### src/hdl/spma_pkg.sv
// Shared types and constants for the sparse polynomial merge-add unit.
// Holds the input and output word structs, the stored term layout,
// the mode codes and the sequencer state type. Depends on nothing.
package spma_pkg;

  localparam logic [1:0] MODE_LOAD_FIRST  = 2'd0;
  localparam logic [1:0] MODE_LOAD_SECOND = 2'd1;
  localparam logic [1:0] MODE_ADD         = 2'd2;
  localparam logic [1:0] MODE_CLEAR       = 2'd3;

  typedef struct packed {
    logic        [1:0]  mode;
    logic signed [15:0] coefficient;
    logic        [7:0]  exponent;
  } in_word_t;

  typedef struct packed {
    logic signed [16:0] sum_coefficient;
    logic        [7:0]  sum_exponent;
    logic               last;
    logic               empty_res;
    logic               overflow;
  } out_word_t;

  typedef struct packed {
    logic signed [15:0] coef;
    logic        [7:0]  exp;
  } term_t;

  localparam int TERM_W = $bits(term_t);

  typedef struct packed {
    logic      valid;
    out_word_t word;
  } emit_t;

  typedef enum logic [1:0] {
    ST_IDLE,
    ST_READ,
    ST_MERGE,
    ST_EMPTY
  } state_t;

endpackage

### src/hdl/spma_ram.sv
// Generic single-clock RAM with one write port and one registered read port.
// Width and depth are parameters. Depends on nothing.
module spma_ram #(
  parameter int  WIDTH = 24,
  parameter int  DEPTH = 32,
  localparam int AW    = (DEPTH > 1) ? $clog2(DEPTH) : 1
) (
  input  logic             clk,
  input  logic             wr_en,
  input  logic [AW-1:0]    wr_addr,
  input  logic [WIDTH-1:0] wr_data,
  input  logic [AW-1:0]    rd_addr,
  output logic [WIDTH-1:0] rd_data
);

  logic [WIDTH-1:0] mem [DEPTH];

  always_ff @(posedge clk) begin
    if (wr_en) begin
      mem[wr_addr] <= wr_data;
    end
    rd_data <= mem[rd_addr];
  end

endmodule

### src/hdl/spma_out.sv
// Output register stage: holds one result word until it is taken.
// Uses spma_pkg for the word types.
module spma_out (
  input  logic               clk,
  input  logic               rst,
  input  spma_pkg::emit_t    emit,
  output logic               free,
  output logic               out_valid,
  input  logic               out_ready,
  output spma_pkg::out_word_t out_data
);

  assign free = !out_valid || out_ready;

  always_ff @(posedge clk) begin
    if (rst) begin
      out_valid <= 1'b0;
    end else if (free) begin
      out_valid <= emit.valid;
    end
  end

  always_ff @(posedge clk) begin
    if (free && emit.valid) begin
      out_data <= emit.word;
    end
  end

endmodule

### src/hdl/spma_ctrl.sv
// Sequencer for loads, clears and the merge walk over both term memories.
// Uses spma_pkg; drives the ports of two spma_ram instances.
module spma_ctrl #(
  parameter int  MAX_TERMS = 32,
  localparam int CW = $clog2(MAX_TERMS + 1),
  localparam int AW = (MAX_TERMS > 1) ? $clog2(MAX_TERMS) : 1
) (
  input  logic                       clk,
  input  logic                       rst,
  input  logic                       in_valid,
  output logic                       in_ready,
  input  spma_pkg::in_word_t         in_data,
  output logic                       a_wr_en,
  output logic                       b_wr_en,
  output logic [AW-1:0]              a_wr_addr,
  output logic [AW-1:0]              b_wr_addr,
  output logic [spma_pkg::TERM_W-1:0] wr_data,
  output logic [AW-1:0]              a_rd_addr,
  output logic [AW-1:0]              b_rd_addr,
  input  logic [spma_pkg::TERM_W-1:0] a_rd_data,
  input  logic [spma_pkg::TERM_W-1:0] b_rd_data,
  input  logic                       out_free,
  output spma_pkg::emit_t            emit
);

  spma_pkg::state_t state, state_next;
  logic [CW-1:0] first_count, second_count;
  logic [CW-1:0] i, j, i_next, j_next;
  logic          overflow_seen;

  spma_pkg::term_t a_term, b_term, new_term;
  logic            accept, have_a, have_b, take_a, take_b, run_last;
  logic            first_full, second_full;
  logic signed [16:0] sum_coef;
  logic        [7:0]  sum_exp;

  assign accept      = in_valid && in_ready;
  assign first_full  = (first_count == CW'(MAX_TERMS));
  assign second_full = (second_count == CW'(MAX_TERMS));

  assign new_term.coef = in_data.coefficient;
  assign new_term.exp  = in_data.exponent;
  assign wr_data       = new_term;
  assign a_wr_addr     = first_count[AW-1:0];
  assign b_wr_addr     = second_count[AW-1:0];
  assign a_wr_en = accept && (in_data.mode == spma_pkg::MODE_LOAD_FIRST) && !first_full;
  assign b_wr_en = accept && (in_data.mode == spma_pkg::MODE_LOAD_SECOND) && !second_full;
  assign a_rd_addr = i[AW-1:0];
  assign b_rd_addr = j[AW-1:0];

  always_comb begin
    a_term   = a_rd_data;
    b_term   = b_rd_data;
    have_a   = (i < first_count);
    have_b   = (j < second_count);
    take_a   = have_a && (!have_b || (a_term.exp >= b_term.exp));
    take_b   = have_b && (!have_a || (b_term.exp >= a_term.exp));
    sum_coef = (take_a ? 17'(a_term.coef) : 17'sd0) + (take_b ? 17'(b_term.coef) : 17'sd0);
    sum_exp  = take_a ? a_term.exp : b_term.exp;
    i_next   = i + CW'(take_a);
    j_next   = j + CW'(take_b);
    run_last = (i_next >= first_count) && (j_next >= second_count);
  end

  always_comb begin
    state_next = state;
    case (state)
      spma_pkg::ST_IDLE: begin
        if (accept && (in_data.mode == spma_pkg::MODE_ADD)) begin
          if ((first_count == '0) && (second_count == '0)) begin
            state_next = spma_pkg::ST_EMPTY;
          end else begin
            state_next = spma_pkg::ST_READ;
          end
        end
      end
      spma_pkg::ST_READ: begin
        state_next = spma_pkg::ST_MERGE;
      end
      spma_pkg::ST_MERGE: begin
        if (out_free) begin
          state_next = run_last ? spma_pkg::ST_IDLE : spma_pkg::ST_READ;
        end
      end
      spma_pkg::ST_EMPTY: begin
        if (out_free) begin
          state_next = spma_pkg::ST_IDLE;
        end
      end
      default: begin
        state_next = spma_pkg::ST_IDLE;
      end
    endcase
  end

  always_comb begin
    in_ready                  = 1'b0;
    emit.valid                = 1'b0;
    emit.word.sum_coefficient = sum_coef;
    emit.word.sum_exponent    = sum_exp;
    emit.word.last            = run_last;
    emit.word.empty_res       = 1'b0;
    emit.word.overflow        = overflow_seen;
    case (state)
      spma_pkg::ST_IDLE: begin
        in_ready = 1'b1;
      end
      spma_pkg::ST_MERGE: begin
        emit.valid = out_free;
      end
      spma_pkg::ST_EMPTY: begin
        emit.valid                = out_free;
        emit.word.sum_coefficient = '0;
        emit.word.sum_exponent    = '0;
        emit.word.last            = 1'b1;
        emit.word.empty_res       = 1'b1;
      end
      default: begin
        in_ready = 1'b0;
      end
    endcase
  end

  always_ff @(posedge clk) begin
    if (rst) begin
      state         <= spma_pkg::ST_IDLE;
      first_count   <= '0;
      second_count  <= '0;
      overflow_seen <= 1'b0;
      i             <= '0;
      j             <= '0;
    end else begin
      state <= state_next;
      if (accept) begin
        case (in_data.mode)
          spma_pkg::MODE_LOAD_FIRST: begin
            if (first_full) begin
              overflow_seen <= 1'b1;
            end else begin
              first_count <= first_count + CW'(1);
            end
          end
          spma_pkg::MODE_LOAD_SECOND: begin
            if (second_full) begin
              overflow_seen <= 1'b1;
            end else begin
              second_count <= second_count + CW'(1);
            end
          end
          spma_pkg::MODE_ADD: begin
            i <= '0;
            j <= '0;
          end
          spma_pkg::MODE_CLEAR: begin
            first_count  <= '0;
            second_count <= '0;
          end
          default: begin
            i <= '0;
          end
        endcase
      end else if ((state == spma_pkg::ST_MERGE) && out_free) begin
        i <= i_next;
        j <= j_next;
      end
    end
  end

endmodule

### src/hdl/sparse_polynomial_merge_add_unit.sv
// Top level of the sparse polynomial merge-add unit.
// Depends on spma_pkg, spma_ram, spma_ctrl and spma_out.
//
//   channel   direction   handshake              word
//   in        input       in_valid / in_ready    spma_pkg::in_word_t
//   out       output      out_valid / out_ready  spma_pkg::out_word_t
//
// Loads and clears are taken while idle. An add is accepted and then gives each result
// term in order: read the head of each list from its memory, then compare, add and
// register the term. Two empty lists give a single empty word.
// Reset clears the counts and the overflow flag at once; the term memories are not cleared.
// A merge holds its place while the output register is full, and input waits until the
// run has ended.
module sparse_polynomial_merge_add_unit #(
  parameter int MAX_TERMS = 32
) (
  input  logic                clk,
  input  logic                rst,
  input  logic                in_valid,
  output logic                in_ready,
  input  spma_pkg::in_word_t  in_data,
  output logic                out_valid,
  input  logic                out_ready,
  output spma_pkg::out_word_t out_data
);

  localparam int AW = (MAX_TERMS > 1) ? $clog2(MAX_TERMS) : 1;

  logic                        a_wr_en, b_wr_en, out_free;
  logic [AW-1:0]               a_wr_addr, b_wr_addr, a_rd_addr, b_rd_addr;
  logic [spma_pkg::TERM_W-1:0] wr_data, a_rd_data, b_rd_data;
  spma_pkg::emit_t             emit;

  spma_ram #(.WIDTH(spma_pkg::TERM_W), .DEPTH(MAX_TERMS)) u_first_ram (
    .clk     (clk),
    .wr_en   (a_wr_en),
    .wr_addr (a_wr_addr),
    .wr_data (wr_data),
    .rd_addr (a_rd_addr),
    .rd_data (a_rd_data)
  );

  spma_ram #(.WIDTH(spma_pkg::TERM_W), .DEPTH(MAX_TERMS)) u_second_ram (
    .clk     (clk),
    .wr_en   (b_wr_en),
    .wr_addr (b_wr_addr),
    .wr_data (wr_data),
    .rd_addr (b_rd_addr),
    .rd_data (b_rd_data)
  );

  spma_ctrl #(.MAX_TERMS(MAX_TERMS)) u_ctrl (
    .clk       (clk),
    .rst       (rst),
    .in_valid  (in_valid),
    .in_ready  (in_ready),
    .in_data   (in_data),
    .a_wr_en   (a_wr_en),
    .b_wr_en   (b_wr_en),
    .a_wr_addr (a_wr_addr),
    .b_wr_addr (b_wr_addr),
    .wr_data   (wr_data),
    .a_rd_addr (a_rd_addr),
    .b_rd_addr (b_rd_addr),
    .a_rd_data (a_rd_data),
    .b_rd_data (b_rd_data),
    .out_free  (out_free),
    .emit      (emit)
  );

  spma_out u_out (
    .clk       (clk),
    .rst       (rst),
    .emit      (emit),
    .free      (out_free),
    .out_valid (out_valid),
    .out_ready (out_ready),
    .out_data  (out_data)
  );

  a_empty_word: assert property (@(posedge clk) disable iff (rst)
    out_valid && out_data.empty_res |-> out_data.last && (out_data.sum_coefficient == 17'sd0))
    else $error("empty result word is not a lone last word with zero coefficient");

  a_no_emit_when_idle: assert property (@(posedge clk) disable iff (rst)
    in_ready |-> !emit.valid)
    else $error("result emitted while input is being accepted");

  a_emit_into_free_stage: assert property (@(posedge clk) disable iff (rst)
    emit.valid |-> out_free)
    else $error("result emitted into an occupied output stage");

endmodule
### config.mk
export PLATFORM = sky130hd
export DESIGN_NAME = sparse_polynomial_merge_add_unit
export DESIGN_NICKNAME = d
export VERILOG_FILES = /design/src/hdl/spma_pkg.sv /design/src/hdl/spma_ram.sv /design/src/hdl/spma_out.sv /design/src/hdl/spma_ctrl.sv /design/src/hdl/sparse_polynomial_merge_add_unit.sv
export SDC_FILE = /design/constraint.sdc
export NUM_CORES = 1
export LEC_CHECK = 0
export ABC_AREA = 1
export BUFFER_PORTS_ARGS = -buffer_cell sky130_fd_sc_hd__buf_4
export CORE_MARGIN = 4
export CORE_UTILIZATION = 45
export CTS_CLUSTER_DIAMETER = 100
export DETAILED_ROUTE_END_ITERATION = 8
export PLACE_DENSITY = 0.61
export SLEW_MARGIN = 20
export SYNTH_ARGS = -nofsm -noshare
export SYNTH_HDL_FRONTEND = slang
export SYNTH_SLANG_ARGS = --single-unit
### constraint.sdc
create_clock -name clk -period 3.53 [get_ports clk]
set_clock_uncertainty 0.05 [all_clocks]
set_input_delay 0.706 -clock clk [delete_from_list [all_inputs] [get_ports clk]]
set_output_delay 0.706 -clock clk [all_outputs]
set_load 0.05 [all_outputs]
# Word level (Yosys, flattened, before mapping)
# Memory sizes are Yosys's and may differ from the RTL's. A register that Yosys moved wholly into a read port is not among the register bits.
# Cells that the tools add are included.
# op_classes
n_addsub	5
muxes	28
n_eq_ne	16
order_cmp	6
n_reduce_logical	34
# ops
op	count
two-way mux 6 bit	7
two-way mux 17 bit	2
case mux 6 bit (2 select lines)	2
adder 17 bit	1
>= comparator 8 bit	2
adder 6 x 1 -> 6 bit	2
adder 6 x 1 -> 6 bit (second input constant)	2
== test 6 bit (second input constant)	2
>= comparator 6 bit	2
logical AND 1 bit	12
zero test 6 bit	2
less-than comparator 6 bit	2
two-way mux 1 bit	10
inequality test 2 x 1 -> 1 bit (second input constant)	5
AND reduction 3 bit	3
== test 2 bit (second input constant)	4
two-way mux 2 bit	4
two-way mux 8 bit	1
case mux 2 bit (4 select lines)	1
nonzero test 2 bit	4
inequality test 2 bit (second input constant)	3
zero test 1 bit	5
== test 2 x 1 -> 1 bit (second input constant)	2
zero test 2 bit	2
other kinds (5)	7
# word_totals
mem_count	2
register_bits	56
ramBits	1536
wordCells	103
input_bits	30
out_inout_bits	30
# mem_list
name	words	word_bits	read_ports	rd_clocked_by_memory_dff	write_ports	line_no	text
u_first_ram.mem	32	24	1	1	1	spma_ram.sv:16	logic [WIDTH-1:0] mem [DEPTH];
u_second_ram.mem	32	24	1	1	1	spma_ram.sv:16	

# Longest topological paths before layout
# logic_depth
ltp_word	10
ltp_mapped	26
ltp_nobuf	25

# Hierarchy
# Synthesis repeated with hierarchy kept, for this count alone.
# hier_totals
cells_unflattened	6022
area_unflattened_um2	68299.3
# modules_own_cells
module	seq_area_each_um2	area_each_um2	n_inst	cells_per_inst
spma_ram	23542.6	31760.5	2	2665
spma_ctrl	540.5	3890.0	1	658
spma_out	860.8	888.4	1	34

# Least setup slack after synthesis
# Ideal clock, no wire load.
# synth_path
path_kind	reg-to-reg
start	reg u_ctrl.first_count[4]
end	reg u_out.out_data[2] (netlist name)
required_ns	3.216
stages_incl_launch_ff	23
synth_period_minus_slack_ns	3.221
arrival_time_ns	2.907
setup_slack_ns	0.309
n_path_buf	1
setup_time_ns	0.264
cell_sequence	dfxtp_1 > inv_1 > ha_1 > nand2_1 > inv_1 > nand2_1 > nand2_1 > a21oi_2 > nand3_1 > nand3_2 > buf_2 > inv_1 > ha_1 > ha_1 > nand3_1 > xor2_1 > ha_1 > nand2_1 > nor2_1 > o21ai_0 > nand3_1 > nand2_1 > nand2_1
# synth_between
elab_chain_len	7
word_cells_on_any_way	10
classes_between	add/sub (2); order compare (3); reduce/logical (5)
# synth_lines
item	line_no	text
from (decl)	spma_ctrl.sv:27	logic [CW-1:0] first_count, second_count;
from (signal assigned)	spma_ctrl.sv:140	first_count <= first_count + CW'(1);
less-than comparator 6 bit	spma_ctrl.sv:54	have_a = (i < first_count);
zero test 1 bit	spma_ctrl.sv:57	take_b = have_b && (!have_a || (b_term.exp >= a_term.exp));
logical OR 1 bit	spma_ctrl.sv:57	
logical AND 1 bit	spma_ctrl.sv:57	
adder 6 x 1 -> 6 bit	spma_ctrl.sv:61	j_next = j + CW'(take_b);
>= comparator 6 bit	spma_ctrl.sv:62	run_last = (i_next >= first_count) && (j_next >= second_count);
logical AND 1 bit (*)	spma_ctrl.sv:62	
# Mark *: on every way between the ends. The rest lies on a longest branch, timed or not.
# A chain may end at the register's enable or synchronous reset.

# Worst setup path in the final report
# layout_path
start	reg u_ctrl.second_count[3]
end	reg u_out.out_data[20] (netlist name)
# layout_between
elab_chain_len	6
word_cells_on_any_way	8
classes_between	add/sub (1); order compare (1); mux (2); reduce/logical (4)
# layout_lines
item	line_no	text
from (decl)	spma_ctrl.sv:27	
from (signal assigned)	spma_ctrl.sv:147	second_count <= second_count + CW'(1);
less-than comparator 6 bit (*)	spma_ctrl.sv:55	have_b = (j < second_count);
zero test 1 bit	spma_ctrl.sv:56	take_a = have_a && (!have_b || (a_term.exp >= b_term.exp));
logical OR 1 bit	spma_ctrl.sv:56	
logical AND 1 bit	spma_ctrl.sv:56	
two-way mux 17 bit	spma_ctrl.sv:58	sum_coef = (take_a ? 17'(a_term.coef) : 17'sd0) + (take_b ? 17'(b_term.coef) : 17'sd0);
adder 17 bit (*)	spma_ctrl.sv:58	
# Marks and branches as above.

==> implementation parameters <==
Parameter                              Value

Run status
  Run status    finished, final reports clean

Placed design
  HPWL reported at the end of detailed placement    96,300 µm
  Global placer's final weighted congestion    0.869
  DP Cell Count    7,486
  Port Buf Inserts    59

Drt
  Total number of vias    43,689
  Total wire length    184,000 µm
  DRC    0
  Detailed router's first-iteration violation count    4,752
  Drt via density    5.61
  Wirelength per Cell    23.6 µm
  Number of nets with antenna violations after detailed routing    0
  Pre-antenna DRT Iters    6

Power and ir drop
  Worst-case vdd ir drop    0.441 mV
  Power density over the cells    535 nW/µm²
  Static leakage    26.9 nW

Clocking
  Clock insertion delay at the later pin of the skew report    790 ps
  TritonCTS buffer count    162
  # hold bufs at CTS    0
  TritonCTS clock tree    done
  Clock H-tree levels    4
  Clock transition at the registers of the reported paths    60 ps
  Clock sink total    1,640
  Max Root-Sink Buffers    3
  Root buffer cell    clkbuf_16

Global route
  Sum of overflow across all layers after global routing    0
  Antenna violations before repair    9
  Aggregate global-route resource usage    23.2%
  Number of global-route vias before repair    41,684
  First-pass GRT wire length    271,000 µm
  Pin count of the biggest net entering global routing    189

Worst hold path
  Worst Hold Class    in -> reg

Synthesis
  Cell count after synthesis    5,650
  Synthesized net count    5,739
  Synth Warn #    0
  Unique masters post-synth    40
  Post-synthesis sequential area ratio    72.6%
  Number of storage elements in the synthesis netlist    1,640
  Summed instance area of the synthesized netlist    66,800 µm²
  Synthesized area per cell    11.8 µm²

Floorplan
  Die width    393 µm
  Height of the chip    393 µm
  Total die area    155,000 µm²
  Core Box Area    148,000 µm²
  IO Pins    60
  Number of standard-cell rows in the floorplan    141
  Initial Utilization    45.3%

Worst setup path
  Critical Path Sink Type    flop
  Cell with the most instances on the worst path    nand2_1
  Endpoint arrival time on the critical path    3820 ps
  Cell family with the largest share of critical-path delay    compound AO/OA/AOI/OAI gates
  WP data required    4010 ps
  Kind of start point of the critical path    flop
  Critical path's slowest cell    ha_1
  Crit Path Class    reg -> reg
  Buffering stage count on the worst path with inverters included    4
  Maximum fanout along the worst path    9
  Cell chain of the critical path    inv_1 -> ha_1 -> nand2_1 -> nand2_1 -> a21oi_2 -> nand3_1 -> nand2_1 -> nand2_2 -> buf_12 -> inv_2 -> buf_4 -> nor2_2 -> ha_1 -> a21oi_1 -> o21ai_0 -> nand3b_1 -> o21ai_0 -> nor2_1
  Slowest stage delay, CP    360 ps

STA
  Minimum period implied by the final worst setup slack    3340 ps
  Final max-slew violation count    0
  Final Hold Violating Endpoints    0
  Setup-violating endpoint count in the final report    0
  Worst slew margin relative to its limit    32.6%
  Unrepaired setup endpoints after global routing    no
  Maximum operating frequency    299 MHz
  Final total negative setup slack    0 ps
  Share of the clock period used by the worst path    94.7%
  Worst-Margin Slew    1010 ps

Cells and area
  Fin cells    7,791
  Number of nets in the layout    5,812
  Number of filler cells placed in the layout    12,630
  Area overhead of the layout relative to synthesis    12.5%
  Proportion of layout cells with a drive suffix above 1    9.75%
  Core Util, Final    50.9%

Flow run
  Maxcap violations    0
==> synthesized netlist by cell type (all sizes together) <==
library cell  instances  area share (%)
a21oi               295             2.2
nor2                491             2.8
nand4                 8           0.075
o21bai                2           0.022
o21a                  1           0.011
a211oi                1           0.011
fa                    1           0.030
nand3               551             4.1
o21ai               315             2.4
ha                   58             1.1
o31ai                25            0.28
or2                   1          0.0094
a21boi              100             1.1
nor3                  2           0.015
xor2                  6           0.079
nand3b                1           0.011
clkbuf              112            0.64
edfxtp             1564              70
and2                  3           0.028
a21o                  4           0.045
dfxtp                76             2.3
inv                 137            0.78
clkinv                3           0.019
buf                 213             1.8
nor4                  1          0.0094
nand2              1579             8.9
o22ai               100            0.94
==> stage by stage <==
step / total power [mW] / worst slack, ps / hold slack [ps] / cell area [µm²]
6_report: 40.2 / 189 / 204 / 75200
3_5_place_dp: 23.5 / 195 / 379 / 69800
5_1_grt: 41.4 / 4.54 / 188 / 75200
2_1_floorplan: 22.7 / 309 / 358 / 66800
4_1_cts: 40.4 / 146 / 160 / 75100
3_3_place_gp: 23.5 / 220 / 370 / 69800
==> cells in the final DEF, fill, tap and decap left out, types with 3 or more instances in the layout <==
cell	synthesis	routed
xor2_1	6	5
clkbuf_16	0	171
and2_1	3	3
o22ai_1	100	100
a21boi_0	49	49
dfxtp_4	0	5
clkinvlp_4	0	4
inv_2	5	3
nand4_1	8	8
nand2_2	5	3
a21boi_1	51	51
clkbuf_1	108	37
nor2_1	480	415
nand3_2	1	3
clkinv_2	1	31
o21ai_1	79	79
inv_6	0	5
a21oi_1	294	291
bufinv_16	0	13
clkbuf_8	0	4
nand3_1	550	547
buf_12	0	24
inv_1	130	130
dfxtp_1	76	69
nor2_2	11	76
a21o_1	4	4
o31ai_1	25	25
a21oi_2	1	3
edfxtp_1	1564	1564
ha_1	58	56
clkinv_1	2	36
buf_4	47	209
o21ai_0	236	236
nand2_1	1574	1574
==> power breakdown <==
group / internal, mW / total, mW / switching (mW)
clock: 9.86 / 17.1 / 7.22
sequential: 21.4 / 21.5 / 0.0744
combinational: 0.381 / 1.63 / 1.25
==> path summary, 6_finish.rpt <==
check                         startpoint              endpoint  slack, ps  depth (start not counted)
setup reg to reg  u_ctrl.second_count[3]    u_out.out_data[20]        190                         18
hold reg to reg     u_ctrl.overflow_seen     u_out.out_data[0]        380                          0
hold / removal               in_data[24]  u_ctrl.overflow_seen        200                          4
setup / recovery  u_ctrl.second_count[3]    u_out.out_data[20]        190                         18
==> registers in the layout, summed over array words and instances (netlist names) <==
name                  flops
u_second_ram.mem        768
u_ctrl.first_count        6
u_ctrl.j                  6
u_second_ram.rd_data     24
u_ctrl.i                  6
u_ctrl.second_count       6
u_first_ram.rd_data      24
u_ctrl.state              2
u_out.out_valid           1
u_first_ram.mem         768
u_out.out_data           28
u_ctrl.overflow_seen      1
==> routing by layer <==
| layer | part of all wire [%] | track usage (%) | up-vias |
|---|---|---|---|
| met1 | 44 | 33.5 | 21663 |
| met2 | 46 | 36.5 | 1715 |
| met3 | 7.7 | 3.88 | 258 |
| met4 | 2.2 | 6.39 | 6 |
| li1 | - | - | 20047 |
| met5 | 0.024 | 0 | - |
==> layout make-up <==
type                    count  area (µm²)  share of cell area, %
well taps                1930        2410                   3.21
inverters                 140         562                  0.747
diodes                      2        5.00                0.00666
flip-flops and latches   1640       48500                   64.5
multi-input cells        3545       16400                   21.8
clock buffers             212        4470                   5.95
clock inverters            88         754                   1.00
repair buffers            234        2060                   2.74
==> kinds of logic (layout without fill, tap and decap cells) <==
family	after synthesis	in the layout	share of synthesized area, %
simple gates	2637	2637	16.0
buf+inv	465	674	3.28
other cells	0	2	0
compound gates	843	843	7.00
xor+xnor	6	6	0.0786
flops	1640	1640	72.6
fa+ha+maj	59	59	1.12
==> repair_timing <==
action	4_1_cts	5_1_grt
resized for setup	0	15
setup buffers	0	3
setup endpoints to repair	0	4
==> worst register-to-register path: cells and delay by family, from the launching register on <==
| family | cells | cell delay (ps) |
|---|---|---|
| buf+inv | 4 | 470 |
| fa+ha+maj | 2 | 670 |
| flops | 1 | 350 |
| simple gates | 8 | 760 |
| compound gates | 4 | 800 |
No activity file was read; power rests on OpenSTA's default activity.
